## config.mk

```make
export PLATFORM = sky130hd
export DESIGN_NAME = file_transfer_receiver_fsm
export DESIGN_NICKNAME = d
export VERILOG_FILES = /design/src/sv/ftr_pkg.sv /design/src/sv/ftr_core.sv /design/src/sv/file_transfer_receiver_fsm.sv
export SDC_FILE = /design/constraint.sdc
export NUM_CORES = 1
export LEC_CHECK = 0
export BUFFER_PORTS_ARGS = -buffer_cell sky130_fd_sc_hd__buf_2
export CAP_MARGIN = 20
export CORE_ASPECT_RATIO = 1.4
export CORE_MARGIN = 3
export CORE_UTILIZATION = 40
export CTS_CLUSTER_DIAMETER = 120
export DETAILED_ROUTE_END_ITERATION = 12
export PLACE_DENSITY_LB_ADDON = 0.3
export RECOVER_POWER = 50
export SLEW_MARGIN = 20
export SYNTH_ARGS = -nofsm -noshare
export SYNTH_HDL_FRONTEND = slang
export SYNTH_SLANG_ARGS = --single-unit
```

## constraint.sdc

```tcl
create_clock -name clock -period 9.06 [get_ports clock]
set_clock_uncertainty 0.2 [all_clocks]
set_input_delay 0.453 -clock clock [delete_from_list [all_inputs] [get_ports clock]]
set_output_delay 0.453 -clock clock [all_outputs]
set_load 0.02 [all_outputs]
```

## src/sv/ftr_pkg.sv

```systemverilog
`default_nettype none

package ftr_pkg;

   // received size counter width and its saturation value
   localparam int SIZE_WIDTH = 32;
   localparam logic [SIZE_WIDTH-1:0] SIZE_MAX = '1;
   // width that holds a segment end and any size for compares
   localparam int CMP_WIDTH = (SIZE_WIDTH > 33) ? SIZE_WIDTH : 33;

   // event codes; the remaining codes are unsupported events
   typedef enum logic [3:0] {
      CMD_ENTER       = 4'd0,
      CMD_ABANDON     = 4'd1,
      CMD_CANCEL_NOTE = 4'd2,
      CMD_METADATA    = 4'd3,
      CMD_FILEDATA    = 4'd4,
      CMD_EOF_OK      = 4'd5,
      CMD_EOF_CANCEL  = 4'd6,
      CMD_TIMEOUT     = 4'd7,
      CMD_CANCEL_REQ  = 4'd8,
      CMD_REPORT      = 4'd9
   } cmd_type;

   // receiver states
   typedef enum logic [1:0] {
      ST_WAIT_MD  = 2'd0,
      ST_WAIT_EOF = 2'd1,
      ST_DONE     = 2'd2
   } state_type;

   // fault codes
   typedef enum logic [1:0] {
      FAULT_NONE       = 2'd0,
      FAULT_INACTIVITY = 2'd1,
      FAULT_SIZE       = 2'd2,
      FAULT_CHECKSUM   = 2'd3
   } fault_type;

   // condition codes
   localparam logic [3:0] CC_NO_ERROR   = 4'd0;
   localparam logic [3:0] CC_CANCEL_REQ = 4'd15;

   // request transaction
   typedef struct packed {
      logic [3:0]  command;
      logic [31:0] data_offset;
      logic [15:0] segment_length;
      logic [31:0] eof_file_size;
      logic [31:0] eof_checksum;
      logic [3:0]  eof_condition;
      logic [31:0] stored_checksum;
      logic        transfer_active;
      logic        store_ok;
      logic        messages_ok;
      logic        delete_ok;
   } req_type;

   // response transaction
   typedef struct packed {
      logic        ind_abandoned;
      logic        ind_finished;
      logic        ind_metadata;
      logic        ind_segment;
      logic        ind_eof;
      logic        ind_report;
      logic [1:0]  fault_kind;
      logic        issue_cancel;
      logic        unsupported;
      logic [1:0]  state_now;
      logic [3:0]  condition_now;
      logic [31:0] size_now;
   } rsp_type;

endpackage

`default_nettype wire

```

## src/sv/ftr_core.sv

```systemverilog
`default_nettype none

module ftr_core (
   input  wire logic            clock,
   input  wire logic            reset,
   input  wire logic            step_en,
   input  wire ftr_pkg::req_type item,
   output ftr_pkg::rsp_type     result
);
   import ftr_pkg::*;

   state_type             state_ff, state_in;
   logic [SIZE_WIDTH-1:0] size_ff, size_in;
   logic [3:0]            cond_ff, cond_in;

   logic                  active;
   logic [CMP_WIDTH-1:0]  size_ext;
   logic [CMP_WIDTH-1:0]  seg_end;
   logic [CMP_WIDTH-1:0]  seg_sat;
   logic                  size_err;
   logic                  sum_err;

   // shared compares
   assign active   = (state_ff inside {ST_WAIT_MD, ST_WAIT_EOF});
   assign size_ext = CMP_WIDTH'(size_ff);
   assign seg_end  = CMP_WIDTH'(item.data_offset) + CMP_WIDTH'(item.segment_length);
   assign seg_sat  = (seg_end > CMP_WIDTH'(SIZE_MAX)) ? CMP_WIDTH'(SIZE_MAX) : seg_end;
   assign size_err = item.transfer_active && (size_ext > CMP_WIDTH'(item.eof_file_size));
   assign sum_err  = item.transfer_active && (item.stored_checksum != item.eof_checksum);

   // next state
   always_comb begin
      state_in = state_ff;
      size_in  = size_ff;
      cond_in  = cond_ff;
      if (active) begin
         case (item.command)
            CMD_ENTER: begin
               if (state_ff == ST_WAIT_MD) begin
                  cond_in = CC_NO_ERROR;
                  size_in = '0;
               end
            end
            CMD_ABANDON, CMD_CANCEL_NOTE: begin
               state_in = ST_DONE;
            end
            CMD_METADATA: begin
               if (state_ff == ST_WAIT_MD) begin
                  state_in = item.messages_ok ? ST_WAIT_EOF : ST_DONE;
               end
            end
            CMD_FILEDATA: begin
               if (state_ff == ST_WAIT_EOF && item.transfer_active) begin
                  if (!item.store_ok) begin
                     state_in = ST_DONE;
                  end else if (size_ext < seg_sat) begin
                     size_in = seg_sat[SIZE_WIDTH-1:0];
                  end
               end
            end
            CMD_EOF_OK: begin
               if (state_ff == ST_WAIT_MD) begin
                  state_in = ST_DONE;
               end else if (size_err) begin
                  state_in = state_ff;
               end else if (sum_err) begin
                  if (!item.delete_ok) begin
                     state_in = ST_DONE;
                  end
               end else begin
                  state_in = ST_DONE;
               end
            end
            CMD_EOF_CANCEL: begin
               cond_in  = item.eof_condition;
               state_in = ST_DONE;
            end
            CMD_CANCEL_REQ: begin
               cond_in = CC_CANCEL_REQ;
            end
            default: begin
               state_in = state_ff;
            end
         endcase
      end
   end

   // result flags
   always_comb begin
      result               = '0;
      result.fault_kind    = FAULT_NONE;
      if (active) begin
         case (item.command)
            CMD_ENTER: begin
               result.unsupported = (state_ff != ST_WAIT_MD);
            end
            CMD_ABANDON: begin
               result.ind_abandoned = 1'b1;
            end
            CMD_CANCEL_NOTE, CMD_EOF_CANCEL: begin
               result.ind_finished = 1'b1;
            end
            CMD_METADATA: begin
               result.ind_metadata = (state_ff == ST_WAIT_MD);
               result.unsupported  = (state_ff != ST_WAIT_MD);
            end
            CMD_FILEDATA: begin
               result.ind_segment = (state_ff == ST_WAIT_EOF);
               result.unsupported = (state_ff != ST_WAIT_EOF);
            end
            CMD_EOF_OK: begin
               if (state_ff == ST_WAIT_MD) begin
                  result.ind_finished = 1'b1;
               end else begin
                  result.ind_eof = 1'b1;
                  if (size_err) begin
                     result.fault_kind = FAULT_SIZE;
                  end else if (sum_err) begin
                     result.fault_kind = FAULT_CHECKSUM;
                  end else begin
                     result.ind_finished = 1'b1;
                  end
               end
            end
            CMD_TIMEOUT: begin
               result.fault_kind = FAULT_INACTIVITY;
            end
            CMD_CANCEL_REQ: begin
               result.issue_cancel = 1'b1;
            end
            CMD_REPORT: begin
               result.ind_report = 1'b1;
            end
            default: begin
               result.unsupported = 1'b1;
            end
         endcase
      end
      // status after the step
      result.state_now     = state_in;
      result.condition_now = cond_in;
      result.size_now      = 32'(size_in);
   end

   // state registers
   always_ff @(posedge clock) begin
      if (reset) begin
         state_ff <= ST_WAIT_MD;
         size_ff  <= '0;
         cond_ff  <= CC_NO_ERROR;
      end else if (step_en) begin
         state_ff <= state_in;
         size_ff  <= size_in;
         cond_ff  <= cond_in;
      end
   end

endmodule

`default_nettype wire

```

## src/sv/file_transfer_receiver_fsm.sv

```systemverilog
// an accepted transaction is held in the input register, and its response is registered
// when the response register is free or drains; rsp_valid rises once it holds the response
// throughput: one transaction per cycle unless the response stalls; set by the state loop
// req_ready follows rsp_ready and falls once both registers hold a stalled transaction
// reset (synchronous, active high): wait-metadata state, size and condition code zero,
// both pipeline registers empty
`default_nettype none

module file_transfer_receiver_fsm (
   input  wire logic             clock,
   input  wire logic             reset,
   input  wire logic             req_valid,
   output logic                  req_ready,
   input  wire ftr_pkg::req_type req_data,
   output logic                  rsp_valid,
   input  wire logic             rsp_ready,
   output ftr_pkg::rsp_type      rsp_data
);
   import ftr_pkg::*;

   logic    in_valid_ff, in_valid_in;
   req_type in_data_ff;
   logic    out_valid_ff, out_valid_in;
   rsp_type out_data_ff;
   logic    advance;
   rsp_type step_result;

   // move a transaction from input register to response register
   assign advance   = in_valid_ff && (!out_valid_ff || rsp_ready);
   assign req_ready = !in_valid_ff || advance;

   assign in_valid_in  = (req_valid && req_ready) || (in_valid_ff && !advance);
   assign out_valid_in = advance || (out_valid_ff && !rsp_ready);

   // receiver state and step logic
   ftr_core u_core (
      .clock   (clock),
      .reset   (reset),
      .step_en (advance),
      .item    (in_data_ff),
      .result  (step_result)
   );

   // valid flags
   always_ff @(posedge clock) begin
      if (reset) begin
         in_valid_ff  <= 1'b0;
         out_valid_ff <= 1'b0;
      end else begin
         in_valid_ff  <= in_valid_in;
         out_valid_ff <= out_valid_in;
      end
   end

   // payload registers
   always_ff @(posedge clock) begin
      if (req_valid && req_ready) begin
         in_data_ff <= req_data;
      end
      if (advance) begin
         out_data_ff <= step_result;
      end
   end

   assign rsp_valid = out_valid_ff;
   assign rsp_data  = out_data_ff;

endmodule

`default_nettype wire

```

* Word level (Yosys, flattened, before mapping) *
Cells that the tools add are included.

storage, ports and cells
  output and inout port bits = 50
  logic and storage cells = 103
  input port bits = 160
  register bits = 244

operators by class
  reductions and logical operators = 26
  equal/unequal tests = 12
  $add $sub $neg = 1
  $lt $le $gt $ge = 3
  mux-type cells = 33

operators by type and width
  operator              number
  $mux 32               5
  $pmux 32 s2           1
  $add 32x16->33        1
  $gt 33x32->1 const B  1
  $lt 32x33->1          1
  $mux 33               1
  $gt 32x32->1          1
  $ne 32x32->1          1
  $mux 2                12
  $eq 4x3->1 const B    4
  $pmux 4 s3            1
  $eq 4x2->1 const B    2
  $eq 4x4->1 const B    2
  $mux 4                2
  $pmux 2 s4            1
  $logic_and 1x1->1     7
  $mux 1                7
  $reduce_or 7->1       1
  $reduce_and 2->1      3
  $eq 4x1->1 const B    1
  $logic_not 1->1       4
  $logic_not 4->1       1
  $logic_or 1x1->1      4
  $pmux 2 s2            1
  8 further kinds       10

* Longest topological paths before layout *
  depth in word-level cells = 9
  mapped depth = 21
  depth with buffers taken out = 19

* Modules after synthesis *
A second synthesis with hierarchy kept.

second synthesis, totals
  cells, all modules = 863
  area, all modules = 11333.4 µm²

modules (own cells, without submodules)
  module                      area each (µm²)  instances  sequential area each (µm²)  cells an instance
  file_transfer_receiver_fsm  6229.7           1          6165.9                      214
  ftr_core                    5103.6           1          760.7                       649

* Least setup slack after synthesis *
Ideal clock, no wire load.

  path kind = flip-flop to flip-flop
  start = register out_valid_ff, in the netlist rsp_valid
  end = register in_data_ff[0] (netlist bit), enable pin
  cell stages (with the launch flop) = 4
  data required time = 8.326 ns
  setup slack = 3.985 ns
  arrival = 4.340 ns
  path buffers = 0
  cell sequence = dfxtp_1 -> nor2b_1 -> nand2_1 -> and2_1

between the ends
  word-level cells in the longest chain between the ends = 5

ends and longest elaborated chain
  what                    RTL line                          text
  start, declared         file_transfer_receiver_fsm.sv:23  logic out_valid_ff, out_valid_in;
  start signal, assigned  file_transfer_receiver_fsm.sv:51  out_valid_ff <= out_valid_in;
  $logic_not 1->1         file_transfer_receiver_fsm.sv:29  assign advance = in_valid_ff && (!out_valid_ff || rsp_ready);
  $logic_or 1x1->1        file_transfer_receiver_fsm.sv:29
  $logic_and 1x1->1       file_transfer_receiver_fsm.sv:29
  $logic_or 1x1->1        file_transfer_receiver_fsm.sv:30  assign req_ready = !in_valid_ff || advance;
  named net req_ready     file_transfer_receiver_fsm.sv:13  output logic req_ready,
  $logic_and 1x1->1       file_transfer_receiver_fsm.sv:57  if (req_valid && req_ready) begin
  end signal, assigned    file_transfer_receiver_fsm.sv:58  in_data_ff <= req_data;
  end, declared           file_transfer_receiver_fsm.sv:22  req_type in_data_ff;

The timed path passes the listed nets, and every way through them passes these cells.
A chain may end at the register's enable or synchronous reset.

==> run_summary.xml <==
<?xml version="1.0" encoding="UTF-8"?>
<metrics>
  <group name="drt">
    <metric name="drt-initial-drc-count" unit="">394</metric>
    <metric name="wl" unit="um">29100</metric>
    <metric name="vias" unit="">8332</metric>
    <metric name="count_of_tritonroute_iterations_in_the_first_routing_pass" unit="">4</metric>
    <metric name="viasPerCell" unit="">5.01</metric>
    <metric name="drc_errors" unit="">0</metric>
    <metric name="wire_per_inst" unit="um">17.5</metric>
    <metric name="ant_nets" unit="">0</metric>
  </group>
  <group name="clocking">
    <metric name="clock_latency_of_the_later_clocked_register_in_the_worst_skew_pair" unit="ns">0.54</metric>
    <metric name="clk_root_buffer_cell" unit="">sky130_fd_sc_hd__clkbuf_16</metric>
    <metric name="htreeDepth" unit="">1</metric>
    <metric name="cts.reportedPaths.clkPinSlew" unit="ns">0.06</metric>
    <metric name="cts_hold_repair.buffers" unit="">157</metric>
    <metric name="clock_tree_from_tritoncts" unit="">yes</metric>
    <metric name="postCtsSetupRepairBufs" unit="">0</metric>
    <metric name="total_number_of_clock_tree_sinks" unit="">244</metric>
    <metric name="cts_made_buffers" unit="">24</metric>
    <metric name="clock_tree.buffer_depth" unit="">3</metric>
    <metric name="cts_resized" unit="">0</metric>
  </group>
  <group name="run_status">
    <metric name="failed_checks" unit="">capacitance limit, slew limit</metric>
    <metric name="status" unit="">finished with violations</metric>
  </group>
  <group name="setup_path">
    <metric name="rr_startpoint" unit="">in_data_ff[120]</metric>
    <metric name="critical_path_arrival" unit="ns">6.24</metric>
    <metric name="critical_path.max_fanout" unit="">19</metric>
    <metric name="required" unit="ns">9.23</metric>
    <metric name="criticalPathCategory" unit="">reg -&gt; reg</metric>
    <metric name="endpoint_kind" unit="">flip-flop</metric>
    <metric name="regToRegSetupSlack" unit="ns">2.99</metric>
    <metric name="worst_flop_to_flop_path_endpoint" unit="">rsp_data[21]</metric>
    <metric name="reg2reg_depth" unit="">19</metric>
    <metric name="worst_setup_path_start_kind" unit="">flip-flop</metric>
  </group>
  <group name="layout">
    <metric name="post-route-util" unit="%">54.3</metric>
    <metric name="layout_cells_sized_above_1" unit="%">15.8</metric>
    <metric name="syn2layout_area_growth" unit="%">33.5</metric>
    <metric name="final_cells" unit="">1663</metric>
    <metric name="finalNetCount" unit="">1514</metric>
    <metric name="fillCellCount" unit="">2424</metric>
  </group>
  <group name="synth">
    <metric name="yosys-top-cells-area" unit="">sky130_fd_sc_hd__edfxtp_1 54%, sky130_fd_sc_hd__ha_1 8.8%, sky130_fd_sc_hd__dfxtp_1 7.1%</metric>
    <metric name="synth.avg_cell_area" unit="um^2">12.5</metric>
    <metric name="synthesis.area" unit="um^2">11300</metric>
    <metric name="yosys_register_bits" unit="">244</metric>
    <metric name="syn_nets" unit="">1141</metric>
    <metric name="synth.yosys.seq_area_share" unit="%">61.4</metric>
    <metric name="synth_cells" unit="">901</metric>
    <metric name="synth-warning-count" unit="">0</metric>
    <metric name="synth_enable_flop_cells" unit="">204</metric>
    <metric name="synth_area_leader_cell" unit="">sky130_fd_sc_hd__edfxtp_1</metric>
    <metric name="synthMostInstantiatedCell" unit="">sky130_fd_sc_hd__edfxtp_1</metric>
    <metric name="synth-async-reset-ratio" unit="%">0</metric>
    <metric name="synth_cell_type_count" unit="">61</metric>
    <metric name="synthFlopType" unit="">sky130_fd_sc_hd__edfxtp_1</metric>
    <metric name="yosysTopAreaCellShare" unit="%">54.3</metric>
    <metric name="ys_top_cells_by_count" unit="">204 x sky130_fd_sc_hd__edfxtp_1, 80 x sky130_fd_sc_hd__nand2_1, 79 x sky130_fd_sc_hd__ha_1, 52 x sky130_fd_sc_hd__a21oi_1, 47 x sky130_fd_sc_hd__nor2_1</metric>
  </group>
  <group name="timing">
    <metric name="worst_case_hold_slack" unit="ns">0.0323</metric>
    <metric name="worst_pin_slew" unit="ns">2.34</metric>
    <metric name="fin_tns_setup" unit="ns">0</metric>
    <metric name="timing.fmax" unit="MHz">165</metric>
    <metric name="timing.max_slew.rel_slack" unit="%">-56.0</metric>
    <metric name="fin_crit_sh" unit="%">67.1</metric>
    <metric name="setup_violations" unit="">0</metric>
    <metric name="final_max_slew_violation_count" unit="">38</metric>
    <metric name="final_hold_viol_count" unit="">0</metric>
    <metric name="finalCriticalPeriod" unit="ns">6.07</metric>
    <metric name="unrepaired_setup_endpoints_after_global_routing" unit="">no</metric>
  </group>
  <group name="floorplanning">
    <metric name="coreArea" unit="um^2">27700</metric>
    <metric name="dieArea" unit="um^2">30300</metric>
    <metric name="io-pin-count" unit="">210</metric>
    <metric name="number_of_core_rows" unit="">72</metric>
    <metric name="die_y" unit="um">205</metric>
    <metric name="fp.dieW" unit="um">148</metric>
    <metric name="initial_utilization" unit="%">40.7</metric>
  </group>
  <group name="place">
    <metric name="place.detailed.hpwl" unit="um">19800</metric>
    <metric name="numPortBuffers" unit="">209</metric>
    <metric name="gpl.final_weighted_congestion" unit="">0.890</metric>
    <metric name="post-place-cells" unit="">1461</metric>
  </group>
  <group name="grt">
    <metric name="gr-total-overflow" unit="">0</metric>
    <metric name="grt_first_pass_wirelength" unit="um">45300</metric>
    <metric name="grt_antenna_before_repair" unit="">0</metric>
    <metric name="grt_use_total" unit="%">18.9</metric>
    <metric name="grt_pass1_vias" unit="">8666</metric>
    <metric name="grt_max_degree" unit="">63</metric>
  </group>
  <group name="worst_hold_path">
    <metric name="holdCritPathClass" unit="">in -&gt; reg</metric>
    <metric name="hold_start" unit="">rsp_ready</metric>
    <metric name="hold-path-endpoint" unit="">rsp_valid</metric>
    <metric name="timing.hold.worst_path_depth" unit="">4</metric>
  </group>
  <group name="power">
    <metric name="static_leakage_power" unit="nW">6.07</metric>
    <metric name="power.density" unit="nW/um^2">175</metric>
    <metric name="vdd.ir_drop.worst" unit="V">0.000152</metric>
    <metric name="fin_total_pwr" unit="mW">2.64</metric>
  </group>
  <group name="job">
    <metric name="max-cap-violations" unit="">1</metric>
  </group>
</metrics>
## kinds of logic (layout without fill, tap and decap cells)
kind of cell | count (synthesis) | after routing | share of synthesized area, %
AO/OA/AOI/OAI | 227 | 227 | 13.1
AND/OR/NAND/NOR | 228 | 228 | 9.90
multiplexers | 6 | 6 | 0.554
flip-flops | 244 | 244 | 61.4
XOR/XNOR | 47 | 47 | 3.65
buffers and inverters | 69 | 460 | 2.52
adder cells (fa/ha/maj) | 80 | 80 | 8.94
other | 0 | 1 | 0
## where the power goes
part           switching [mW]  total (mW)  leakage [nW]  internal (mW)
clock network           0.419        1.05         0.398          0.627
registers              0.0276        1.30          2.30           1.27
logic                   0.155       0.288          3.37          0.133
total                   0.601        2.64          6.07           2.04
## routing by layer
layer,global-route usage (%),vias to the layer above,wire length (um),share of wire [%]
li1,-,4158,-,-
met1,21.4,3888,11100,38
met2,35.4,223,15500,53
met3,3.23,63,1480,5.1
met4,7.20,0,1030,3.5
met5,0,-,0,0
## worst max-delay path, stage by stage, from the launching register on
cell                        delay, ns
sky130_fd_sc_hd__edfxtp_1        0.33
sky130_fd_sc_hd__ha_1            0.18
sky130_fd_sc_hd__inv_1           0.06
sky130_fd_sc_hd__fa_1            0.37
sky130_fd_sc_hd__nand2b_1        0.19
sky130_fd_sc_hd__a21o_1          0.20
sky130_fd_sc_hd__a31o_2          0.26
sky130_fd_sc_hd__a21oi_2         0.37
sky130_fd_sc_hd__and2_1          0.61
sky130_fd_sc_hd__nor2_1          0.17
sky130_fd_sc_hd__ha_1            0.34
sky130_fd_sc_hd__nand4_1         0.16
sky130_fd_sc_hd__nor4_1          0.41
sky130_fd_sc_hd__nand2_1         0.09
sky130_fd_sc_hd__o211ai_1        0.13
sky130_fd_sc_hd__o21bai_1        0.17
sky130_fd_sc_hd__a21oi_1         0.11
sky130_fd_sc_hd__o211ai_1        0.96
sky130_fd_sc_hd__buf_4           0.43
sky130_fd_sc_hd__o2bb2ai_1       0.16
## state kept, by name, indices dropped and copies added (netlist names)
name / count
u_core.cond_ff: 4
u_core.state_ff: 2
rsp_valid: 1
in_data_ff: 156
rsp_data: 48
in_valid_ff: 1
u_core.size_ff: 32
## how the worst max path moves through the flow
| stage | start | endpoint | cells past startpoint |
|---|---|---|---|
| after floorplan | rsp_valid | in_data_ff[0] | 3 |
| after global placement | in_data_ff[109] | u_core.size_ff[31] | 15 |
| after detailed placement | in_data_ff[120] | rsp_data[22] | 19 |
| after CTS | in_data_ff[120] | rsp_data[21] | 19 |
| after global routing | in_data_ff[104] | rsp_data[22] | 19 |
| final | in_data_ff[120] | rsp_data[21] | 19 |
## cells in the final DEF (no fill, tap or decap), types with 37 or more instances in the layout
master / instances
sky130_fd_sc_hd__xor2_1: 37
sky130_fd_sc_hd__o21ai_0: 37
sky130_fd_sc_hd__clkbuf_1: 68
sky130_fd_sc_hd__a21oi_1: 52
sky130_fd_sc_hd__dlygate4sd3_1: 157
sky130_fd_sc_hd__buf_2: 147
sky130_fd_sc_hd__edfxtp_1: 204
sky130_fd_sc_hd__inv_1: 43
sky130_fd_sc_hd__nor2_1: 47
sky130_fd_sc_hd__ha_1: 79
sky130_fd_sc_hd__dfxtp_1: 40
sky130_fd_sc_hd__nand2_1: 80
## cell type report
type                    instances  area [um^2]  share of cell area, %
flip-flops and latches        244         6930                   46.0
multi-input cells             588         4090                   27.1
repair buffers                372         2610                   17.3
clock buffers                  34          669                   4.44
well taps                     370          463                   3.07
inverters                      44          165                   1.10
clock inverters                10          146                  0.972
diodes                          1         2.50                 0.0166
## through the flow
stage                     instance area [um^2]  setup WS, ns
after global routing                     15100          2.60
final                                    15100          2.99
after floorplan                          11300          3.99
after detailed placement                 12800          3.05
after global placement                   12700          2.90
after CTS                                15100          2.99
Power figures use the tool's default switching activity.
